<file path="config.mk">
export PLATFORM = sky130hd
export DESIGN_NAME = spp_queue
export DESIGN_NICKNAME = d
export VERILOG_FILES = /design/src/hw/rtl/spp_pkg.sv /design/src/hw/rtl/spp_queue.sv
export SDC_FILE = /design/constraint.sdc
export NUM_CORES = 1
export LEC_CHECK = 0
export BUFFER_PORTS_ARGS = -buffer_cell sky130_fd_sc_hd__buf_2
export CAP_MARGIN = 10
export CORE_ASPECT_RATIO = 0.7
export CORE_MARGIN = 10
export CORE_UTILIZATION = 25
export DETAILED_ROUTE_END_ITERATION = 8
export GPL_ROUTABILITY_DRIVEN = 0
export HOLD_SLACK_MARGIN = 0.08
export PLACE_DENSITY_LB_ADDON = 0.15
export SYNTH_ARGS = -nofsm -noshare
export SYNTH_HDL_FRONTEND = slang
export SYNTH_SLANG_ARGS = --single-unit
</file>
<file path="constraint.sdc">
create_clock -name clk_i -period 2.2 [get_ports clk_i]
set_input_delay 0.33 -clock clk_i [delete_from_list [all_inputs] [get_ports clk_i]]
set_output_delay 0.33 -clock clk_i [all_outputs]
set_load 0.005 [all_outputs]
</file>
<file path="src/hw/rtl/spp_pkg.sv">
// spectral peak picker package: sizes, config codes, shared types
// no dependencies
package spp_pkg;

  localparam int BINS          = 512;
  localparam int HALF_TIME     = 12;
  localparam int HALF_FREQ_MAX = 51;
  localparam int TIME_SPAN     = 2 * HALF_TIME + 1;
  localparam int MAX_PEAKS     = 52;
  localparam int BIN_W         = $clog2(BINS);
  localparam int SLOT_W        = $clog2(TIME_SPAN);
  localparam int HIST_DEPTH    = TIME_SPAN * BINS;
  localparam int ADDR_W        = $clog2(HIST_DEPTH);
  localparam int PEAK_W        = $clog2(MAX_PEAKS + 1);
  localparam int QUEUE_DEPTH   = 4;
  localparam int QPTR_W        = $clog2(QUEUE_DEPTH);
  localparam int CFG_IDX_W     = 2;

  localparam logic [CFG_IDX_W-1:0] CFG_SQRT_MODE     = 2'd0;
  localparam logic [CFG_IDX_W-1:0] CFG_MIN_MAGNITUDE = 2'd1;
  localparam logic [CFG_IDX_W-1:0] CFG_MIN_BIN       = 2'd2;
  localparam logic [CFG_IDX_W-1:0] CFG_HALF_WINDOW   = 2'd3;

  typedef struct packed {
    logic        sqrt_mode;
    logic [31:0] min_magnitude;
    logic [8:0]  min_bin;
    logic [5:0]  half_freq_window;
  } cfg_t;

  typedef struct packed {
    logic [31:0] power;
    logic [22:0] frame_number;
    logic        frame_end;
  } entry_t;

  function automatic logic [ADDR_W-1:0] hist_addr(logic [SLOT_W-1:0] slot,
                                                  logic [BIN_W-1:0] bin);
    return ADDR_W'(int'(slot) * BINS + int'(bin));
  endfunction

endpackage

</file>
<file path="src/hw/rtl/spp_queue.sv">
// short fifo between front end and back end
// depends on spp_pkg
module spp_queue (
  input  logic            clk_i,
  input  logic            rst_ni,
  input  logic            push_i,
  input  spp_pkg::entry_t entry_i,
  output logic            full_o,
  input  logic            pop_i,
  output logic            valid_o,
  output spp_pkg::entry_t entry_o
);
  spp_pkg::entry_t             slots_q [spp_pkg::QUEUE_DEPTH];
  logic [spp_pkg::QPTR_W-1:0]  wr_q, rd_q;
  logic [spp_pkg::QPTR_W:0]    cnt_q;

  assign full_o  = cnt_q == (spp_pkg::QPTR_W + 1)'(spp_pkg::QUEUE_DEPTH);
  assign valid_o = cnt_q != '0;
  assign entry_o = slots_q[rd_q];

  always_ff @(posedge clk_i or negedge rst_ni) begin
    if (!rst_ni) begin
      wr_q  <= '0;
      rd_q  <= '0;
      cnt_q <= '0;
    end else begin
      if (push_i) wr_q <= wr_q + 1'b1;
      if (pop_i)  rd_q <= rd_q + 1'b1;
      if (push_i && !pop_i) cnt_q <= cnt_q + 1'b1;
      else if (pop_i && !push_i) cnt_q <= cnt_q - 1'b1;
    end
  end

  always_ff @(posedge clk_i) begin
    if (push_i) slots_q[wr_q] <= entry_i;
  end
endmodule

</file>
==> reports/metrics.cfg <==
[placement]
io_buffers = 117
dpl_cell_area_sq_um = 9732
dp_slack_ns = 0.4069
dpl.hpwl_um = 11070

[synthesis]
synthMuxAreaShare_pct = 14.97
synth_seq_cells = 231
ys_types = 20
synth_xor_area_share_pct = 0.6182
synth_top_family_by_area = multiplexers
synth_compound_area_share_pct = 0.05888
syn-num-nets = 393
synth-simple-area-share_pct = 0.5888
ys.warnings.count = 0
avgSynthCellArea_sq_um = 26.00
synth_fa_ha_area_share_pct = 0.9714
syn_inst = 327
yosysSeqAreaShare_pct = 81.19
netlist_area_sq_um = 8501

[pwr]
power_frac_comb_pct = 31.3
leakagePower_nw = 3.910
powerDensity_nw_per_um2 = 1291
p_seq_share_pct = 40.8
ir_drop_v = 0.0005951
p_int_mw = 10.60
p_sw_share_pct = 27.62
clock_power_share_pct = 27.9
p_sw_mw = 4.047

[floorplanning]
rows = 56
ios = 118
dieArea_sq_um = 41900
start_util_pct = 25.38
coreArea_sq_um = 33490
dieHeight_um = 174.3
fp.dieW_um = 240.4

[clocking]
cts_root_buffer = clkbuf_16
cts.sinks = 231
clk_latency_ns = 0.52
numCtsBuffers = 25
htree_num_levels = 1
cts_tree = yes
clk_path_buf_depth = 3
cts.clk_slew.worst_paths_ns = 0.06

[timing]
setup_viol = 48
layout_min_cycle_time_ns = 2.295
finalCritPeriodShare_pct = 104.3
worst_slew_pin_slew_ns = 0.4003
grt_setup_unrepaired = yes
fmax_mhz = 435.7
slew_headroom_pct = 73.31
finalWorstSetupSlack_ns = -0.09498
whs_ns = 0.1211
fin_worst_skew_ns = 0.006408
hold_viol_final = 0
report.final.slew_viol_count = 0

[run]
cap_violations = 0

[worst_setup_path]
startpoint_type = flop
required_ns = 1.87
reg2reg_to = slots_q[2][44]
slowest_delay_ns = 0.55
critPathMaxFanout = 8
crit_buf_inv = 3
r2r_slack_ns = 0.63
cp_slowest_cell = mux4_2
worstReg2RegStart = wr_q[0]
crit_type = flop to primary output
worstPathArrival_ns = 1.96
path_cells = buf_6 -> buf_12 -> mux4_2 -> buf_2
worst_setup_path_end_kind = primary output
critPathTopFamily = multiplexers
ff2ff_path_depth = 4

[global_route]
grt_max_degree = 57
grt_pass1_vias = 4672
grt_pass1_wl_um = 29470
grt_usage_pct = 9.347
gr-total-overflow = 0
antenna_found_initial = 0

[hold_path]
whs_path_depth = 2
worstHoldPathType = input port to flop
hold_end = wr_q[0]
min_from = push_i

[finish]
area_growth_pct = 33.54
num-nets-final = 604
drive_gt1_share_pct = 42.96
num_antenna_cells = 0
final_area_sq_um = 11350
final_core_util_pct = 33.89

[detailed_routing]
routed-via-count = 4068
via_per_inst = 4.113
avgRoutedWirePerCell_um = 19.62
detail_route.wirelength_um = 19410
drt-initial-drc-count = 181
antenna_left = 0
first_pass_iters = 4
drc = 0

[status]
violations = setup timing
outcome = finished, violations left

-- stage by stage --
stage | power [mW] | cells | TNS, ns
floorplan | 8.357 | 327 | 0
global placement | 10.10 | 877 | 0
detailed placement | 10.18 | 877 | 0
CTS | 15.02 | 989 | -5.024
global route | 15.55 | 989 | -6.579
finish | 14.65 | 989 | -1.945
-- cells by family after synthesis --
kind of cell,Yosys count
buffers and inverters,17
adder cells (fa/ha/maj),6
flip-flops,231
multiplexers,57
AO/OA/AOI/OAI,1
AND/OR/NAND/NOR,9
XOR/XNOR,6
-- cells in the final DEF (no fill, tap or decap), drive strengths merged --
| cell type | netlist | routed |
|---|---|---|
| clkinvlp | 0 | 1 |
| nor3b | 1 | 1 |
| and2 | 4 | 4 |
| ha | 5 | 5 |
| edfxtp | 224 | 224 |
| dlygate4sd3 | 0 | 58 |
| mux2 | 1 | 1 |
| inv | 4 | 7 |
| clkbuf | 2 | 27 |
| nor2 | 1 | 1 |
| clkinv | 0 | 10 |
| bufinv | 0 | 3 |
| buf | 11 | 138 |
| dfrtp | 7 | 7 |
| mux4 | 56 | 56 |
| o21ai | 1 | 1 |
| xor2 | 4 | 4 |
| or3 | 1 | 1 |
| fa | 1 | 1 |
| nand2 | 2 | 2 |
| xnor2 | 2 | 2 |
-- state kept, by name, summed over array words and instances (netlist names) --
name / cells
wr_q: 2
cnt_q: 3
slots_q: 224
rd_q: 2
-- power by group through the flow --
| stage | sequential, mW | clock (mW) | combinational (mW) |
|---|---|---|---|
| floorplan | 6.00 | 0 | 2.36 |
| global placement | 6.03 | 0 | 4.07 |
| detailed placement | 6.09 | 0 | 4.09 |
| CTS | 5.99 | 4.25 | 4.78 |
| global route | 6.05 | 4.45 | 5.05 |
| finish | 5.98 | 4.09 | 4.58 |
-- worst reg2reg max path, stage by stage (launching register included) --
cell and delay, ns:
dfrtp_1 0.42, inv_1 0.10, ha_1 0.15, and2_4 0.34, buf_12 0.26
-- Yosys cell counts --
library cell  instances  share of area, %
nor2_1                1             0.044
xor2_1                4              0.41
ha_1                  5              0.74
fa_1                  1              0.24
edfxtp_1            224                79
and2_1                4              0.29
buf_6                 1              0.13
xnor2_1               2              0.21
mux4_2               56                15
mux2_2                1              0.13
o21ai_0               1             0.059
dfrtp_1               7               2.1
inv_1                 4              0.18
nor3b_1               1             0.088
clkbuf_1              2             0.088
or3_1                 1             0.074
buf_4                 3              0.26
buf_2                 4              0.24
nand2_1               2             0.088
buf_12                3              0.71
-- timing repair --
action	CTS	global route
resized for setup	13	3
cloned	5	1
hold buffers	58	0
buffers inserted	8	0
setup endpoints to repair	56	56
hold endpoints to repair	232	0
-- routing by layer --
metal	vias to the layer above	track usage, %	routed length (um)
met5	-	0	0
met4	0	2.182	328
met3	27	2.955	1253
met2	108	14.79	9036
met1	2116	12.26	8790
li1	1817	-	-
-- area by class of cell --
class / instances / area, sq um
clock buffer: 26 / 629.4
clock inverter: 17 / 170.2
fill: 3198 / 22140
inverter: 4 / 15.01
multi-input combinational: 79 / 1473
sequential: 231 / 6907
tap: 435 / 544.3
timing repair buffer: 197 / 1614
-- how the worst max path moves through the flow --
stage,from,end,slack [ns],depth (start not counted)
2_1_floorplan,wr_q[0],slots_q[2][0],0.44,3
3_3_place_gp,rd_q[0],entry_o[7],0.41,3
3_5_place_dp,rd_q[0],entry_o[7],0.41,3
6_report,rd_q[0],entry_o[21],-0.09,4
4_1_cts,rd_q[0],entry_o[7],-0.14,4
5_1_grt,rd_q[0],entry_o[7],-0.18,4
No activity file was read; power rests on OpenSTA's default activity.
