--- src/hw/rtl/spp_pkg.sv ---
// spectral peak picker package: sizes, config codes, shared types
// no dependencies
package spp_pkg;

  localparam int BINS          = 512;
  localparam int HALF_TIME     = 12;
  localparam int HALF_FREQ_MAX = 51;
  localparam int TIME_SPAN     = 2 * HALF_TIME + 1;
  localparam int MAX_PEAKS     = 52;
  localparam int BIN_W         = $clog2(BINS);
  localparam int SLOT_W        = $clog2(TIME_SPAN);
  localparam int HIST_DEPTH    = TIME_SPAN * BINS;
  localparam int ADDR_W        = $clog2(HIST_DEPTH);
  localparam int PEAK_W        = $clog2(MAX_PEAKS + 1);
  localparam int QUEUE_DEPTH   = 4;
  localparam int QPTR_W        = $clog2(QUEUE_DEPTH);
  localparam int CFG_IDX_W     = 2;

  localparam logic [CFG_IDX_W-1:0] CFG_SQRT_MODE     = 2'd0;
  localparam logic [CFG_IDX_W-1:0] CFG_MIN_MAGNITUDE = 2'd1;
  localparam logic [CFG_IDX_W-1:0] CFG_MIN_BIN       = 2'd2;
  localparam logic [CFG_IDX_W-1:0] CFG_HALF_WINDOW   = 2'd3;

  typedef struct packed {
    logic        sqrt_mode;
    logic [31:0] min_magnitude;
    logic [8:0]  min_bin;
    logic [5:0]  half_freq_window;
  } cfg_t;

  typedef struct packed {
    logic [31:0] power;
    logic [22:0] frame_number;
    logic        frame_end;
  } entry_t;

  function automatic logic [ADDR_W-1:0] hist_addr(logic [SLOT_W-1:0] slot,
                                                  logic [BIN_W-1:0] bin);
    return ADDR_W'(int'(slot) * BINS + int'(bin));
  endfunction

endpackage

--- src/hw/rtl/spp_if.sv ---
// request channel interfaces: bin input, peak output, config writes
// depends on spp_pkg
interface spp_in_if;
  logic               valid;
  logic               ready;
  logic signed [15:0] real_part;
  logic signed [15:0] imag_part;
  logic [22:0]        frame_number;
  logic               frame_end;
  modport source(output valid, real_part, imag_part, frame_number, frame_end, input ready);
  modport sink(input valid, real_part, imag_part, frame_number, frame_end, output ready);
endinterface


--- src/hw/rtl/spp_front.sv ---
// front end: takes bin requests and forms the power re*re + im*im
// depends on spp_pkg, spp_if
module spp_front (
  input  logic            clk_i,
  input  logic            rst_ni,
  spp_in_if.sink          in_i,
  input  logic            full_i,
  output logic            push_o,
  output spp_pkg::entry_t entry_o
);
  logic        valid_q;
  logic [31:0] sq_re_q, sq_im_q;
  logic [22:0] frame_q;
  logic        end_q;
  logic        take;

  assign in_i.ready = !valid_q || !full_i;
  assign take       = in_i.valid && in_i.ready;
  assign push_o     = valid_q && !full_i;

  always_ff @(posedge clk_i or negedge rst_ni) begin
    if (!rst_ni) begin
      valid_q <= 1'b0;
    end else if (take) begin
      valid_q <= 1'b1;
    end else if (push_o) begin
      valid_q <= 1'b0;
    end
  end

  always_ff @(posedge clk_i) begin
    if (take) begin
      sq_re_q <= 32'(in_i.real_part * in_i.real_part);
      sq_im_q <= 32'(in_i.imag_part * in_i.imag_part);
      frame_q <= in_i.frame_number;
      end_q   <= in_i.frame_end;
    end
  end

  always_comb begin
    entry_o.power        = sq_re_q + sq_im_q;
    entry_o.frame_number = frame_q;
    entry_o.frame_end    = end_q;
  end
endmodule

--- src/flat_wrapper.sv ---
// flat-port wrapper written by rule: the top's interface ports become plain ports
module spp_front_flat 
  (clk_i, rst_ni, full_i, push_o, entry_o, in_i_valid, in_i_real_part, in_i_imag_part, in_i_frame_number, in_i_frame_end, in_i_ready);
  spp_in_if in_i_i ();
  input  logic clk_i;
  input  logic rst_ni;
  input  logic full_i;
  output logic push_o;
  output spp_pkg::entry_t entry_o;
  input wire logic [$bits(in_i_i.valid)-1:0] in_i_valid;
  input wire logic [$bits(in_i_i.real_part)-1:0] in_i_real_part;
  input wire logic [$bits(in_i_i.imag_part)-1:0] in_i_imag_part;
  input wire logic [$bits(in_i_i.frame_number)-1:0] in_i_frame_number;
  input wire logic [$bits(in_i_i.frame_end)-1:0] in_i_frame_end;
  output wire logic [$bits(in_i_i.ready)-1:0] in_i_ready;
  assign in_i_i.valid = in_i_valid;
  assign in_i_i.real_part = in_i_real_part;
  assign in_i_i.imag_part = in_i_imag_part;
  assign in_i_i.frame_number = in_i_frame_number;
  assign in_i_i.frame_end = in_i_frame_end;
  assign in_i_ready = in_i_i.ready;
  spp_front u_core (.clk_i(clk_i), .rst_ni(rst_ni), .in_i(in_i_i), .full_i(full_i), .push_o(push_o), .entry_o(entry_o));
endmodule
--- config.mk ---
export PLATFORM = sky130hd
export DESIGN_NAME = spp_front_flat
export DESIGN_NICKNAME = d
export VERILOG_FILES = /design/src/hw/rtl/spp_pkg.sv /design/src/hw/rtl/spp_if.sv /design/src/hw/rtl/spp_front.sv /design/src/flat_wrapper.sv
export SDC_FILE = /design/constraint.sdc
export NUM_CORES = 1
export LEC_CHECK = 0
export BUFFER_PORTS_ARGS = -buffer_cell sky130_fd_sc_hd__buf_2
export CORE_MARGIN = 3
export CORE_UTILIZATION = 35
export CTS_CLUSTER_SIZE = 24
export DETAILED_ROUTE_END_ITERATION = 8
export PLACE_DENSITY = 0.52
export SLEW_MARGIN = 20
export SYNTH_ARGS = -nofsm -noshare
export SYNTH_HDL_FRONTEND = slang
export SYNTH_SLANG_ARGS = --single-unit
--- constraint.sdc ---
create_clock -name clk_i -period 2.8 [get_ports clk_i]
set_input_delay 0.14 -clock clk_i [delete_from_list [all_inputs] [get_ports clk_i]]
set_output_delay 0.14 -clock clk_i [all_outputs]
set_load 0.005 [all_outputs]
==> flow_metrics.env <==
export IMPL_holdWs_ns=0.0820
export IMPL_maxCapViolations=0
export IMPL_cp_data_arrival_time_ns=5.38
export IMPL_worst_slack_ns=-2.48
export IMPL_synthSimpleGateAreaFrac=0.104
export IMPL_yosys_warnings=0
export IMPL_wl_mm=53.6
export IMPL_slowest_delay_ns=0.54
export IMPL_fin_skew_ns=0.00674
export IMPL_slew_viol_final=0
export IMPL_coreArea_mm2=0.0617
export IMPL_critPathKind="in -> reg"
export IMPL_remaining_drc_errors=0
export IMPL_globalplace_congestion=0.854
export IMPL_htree_levels=3
export IMPL_die_y_um=256
export IMPL_fin_setup_tns_ns=-102.25
export IMPL_worstPathCellList="buf_12, and2_4, fa_1, inv_1, fa_2, fa_2, fa_1, inv_1, fa_1, fa_1, ha_4, and3_4, and3_4, nor3b_4, o311a_4, o211ai_1, a31oi_2, buf_4, xor2_1"
export IMPL_synth_cell_types=64
export IMPL_cts_made_buffers=9
export IMPL_clock_root_buffer="clkbuf_16"
export IMPL_start_util=0.354
export IMPL_cp_start_kind="input pin"
export IMPL_relSlewSlack=0.597
export IMPL_tightest_slew_ns=0.605
export IMPL_violations="setup timing"
export IMPL_muxShareOfSynthArea=0.00137
export IMPL_clock_latency_ns=0.35
export IMPL_grt_total_usage=0.168
export IMPL_hold_viol=0
export IMPL_cp_max_fo=7
export IMPL_synth_edf_count=86
export IMPL_grt_pass1_wl_mm=90.7
export IMPL_vias_per_cell=4.53
export IMPL_regArea_mm2=0.00261
export IMPL_synthFlopType="edfxtp_1"
export IMPL_rsz0062_at_grt="true"
export IMPL_firstDrtPassIters=4
export IMPL_io_buffers=117
export IMPL_async_reset_ff_frac=0.0115
export IMPL_antenna_found_initial=2
export IMPL_yosysSeqAreaShare=0.119
export IMPL_synth_top_family_by_area="adder cells"
export IMPL_post_drt_wl_per_cell_um=14.5
export IMPL_fin_crit_ns=5.28
export IMPL_syn_area_per_cell_um2=9.70
export IMPL_hp_class="in -> reg"
export IMPL_cts_tree="yes"
export IMPL_grt_overflow_total=0
export IMPL_nFillCells=5673
export IMPL_crit_slowest_cell="fa_2"
export IMPL_period_share=1.89
export IMPL_drtIter0Drc=533
export IMPL_grt_max_degree=46
export IMPL_netlist_instances=2255
export IMPL_critPathBufInv=4
export IMPL_clkTransAtPathRegs_ns=0.07
export IMPL_synth_compound_area_frac=0.0627
export IMPL_crit_family="adder cells"
export IMPL_clockBufferDepth=2
export IMPL_synth_adder_area_share=0.549
export IMPL_synth_xor_area_frac=0.0433
export IMPL_path_common_cell="fa_1"
export IMPL_syn_num_nets=2993
export IMPL_dieWidth_um=256
export IMPL_grt_pass1_vias=19000
export IMPL_cts_num_sinks=87
export IMPL_antenna_left=0
export IMPL_setup_viol=68
export IMPL_multi_input_area_mm2=0.0190
export IMPL_outcome="finished with violations"
export IMPL_worstPathRequired_ns=2.90
export IMPL_syn_cell_area_mm2=0.0219
export IMPL_final_nets=3587
export IMPL_vias=16700
export IMPL_fmax_mhz=189
export IMPL_dp_hpwl_mm=45.3
export IMPL_drive_above_1_share=0.369
export IMPL_rows=91
export IMPL_io_pins=118
export IMPL_die_area_mm2=0.0655
export IMPL_critPathCaptureType="flop"
export IMPL_syn_to_final_growth_pct=40.8
export IMPL_synth_seq_cells=87
flip-flops by register name, indices dropped and copies added (netlist names):
name            flops
u_core.end_q        1
u_core.frame_q     23
u_core.sq_im_q     31
u_core.sq_re_q     31
u_core.valid_q      1
per-layer routing:
layer / routed length [um] / GRT usage
met1: 22800 / 0.214
met2: 28900 / 0.317
met3: 1400 / 0.0177
met4: 442 / 0.0182
met5: 0 / 0
cells in the mapped netlist, drive strengths merged, types with 7 or more instances:
cell	n	area share
inv	652	0.11
xnor2	85	0.034
clkbuf	48	0.0082
nor3	23	0.0053
nand2b	12	0.0034
nor2b	20	0.0057
a21o	24	0.0083
or2	7	0.0020
a211oi	13	0.0045
o21a	9	0.0031
nand3	20	0.0046
a31o	8	0.0032
xor2	23	0.0092
o21bai	7	0.0024
o21ai	36	0.0084
ha	210	0.12
a31oi	14	0.0043
nor2	96	0.016
fa	468	0.43
edfxtp	86	0.12
a21oi	61	0.014
and2	90	0.026
nand4	7	0.0020
and3	10	0.0029
nand2	169	0.029
cells in the final DEF (no fill, tap or decap), types with 16 or more instances in the layout:
master and count:
and2_1 59, nand2_2 23, nor2_1 64, dlygate4sd3_1 26
buf_2 80, fa_1 439, ha_1 146, inv_1 593
ha_4 54, a21o_1 23, a21oi_2 30, buf_6 94
inv_2 55, a21oi_1 22, xor2_1 19, nand2_1 129
edfxtp_1 86, and2_4 31, fa_2 29, nor2_2 17
buf_4 398, xnor2_1 67, xnor2_2 16, buf_12 25
nand2_4 16
worst register-to-register path, delay by kind of cell, from the launching register on:
family	cells	cell delay, ns
buffers and inverters	1	0.36
flip-flops	1	0.38
AND/OR/NAND/NOR	2	0.65
layout make-up:
type                            instances  share of cell area
Antenna cell                            1           0.0000813
Clock buffer                            9             0.00731
Clock inverter                          7             0.00219
Inverter                              652              0.0802
Multi-Input combinational cell       1464               0.616
Sequential cell                        87              0.0847
Tap cell                              837              0.0340
Timing Repair Buffer                  635               0.175
path summary, 6_finish.rpt:
path | from | endpoint | slack, ns | cells past startpoint
hold reg to reg | u_core.valid_q | u_core.valid_q | 0.54 | 2
max in group asynchronous | rst_ni | u_core.valid_q | 2.60 | 2
hold / removal | full_i | u_core.valid_q | 0.08 | 3
setup reg to reg | u_core.valid_q | u_core.sq_im_q[23] | 1.08 | 3
setup / recovery | in_i_imag_part[2] | u_core.sq_im_q[29] | -2.48 | 19
min in group asynchronous | rst_ni | u_core.valid_q | 0.11 | 2
through the flow:
stage | utilization | instances | setup slack [ns] | instance area, um^2
6_report | 0.499 | 3692 | -2.48 | 30800
5_1_grt | 0.499 | 3691 | -2.66 | 30800
4_1_cts | 0.478 | 3651 | -2.52 | 29500
3_5_place_dp | 0.438 | 3572 | -3.03 | 27000
3_3_place_gp | 0.438 | 3572 | -2.98 | 27000
2_1_floorplan | - | 2255 | -2.73 | 22700
cell families (layout without fill, tap and decap cells):
family / after synthesis / after routing
xor gates and xnor gates: 108 / 108
DFF: 87 / 87
and+or+nand+nor: 473 / 473
buffers and inverters: 704 / 1303
adders and majority gates: 678 / 678
muxes: 3 / 3
other: 0 / 1
AOI/OAI and AO/OA: 202 / 202
what timing repair did:
action	in CTS	in global routing
pin swaps	210	171
buffers inserted	44	47
hold buffers	26	0
resized for setup	400	209
hold endpoints to repair	26	0
gates cloned	0	1
setup endpoints to repair	71	74
Power is not shown: default switching activity piles up to over one toggle a cycle in this logic, so the estimate is an artifact.
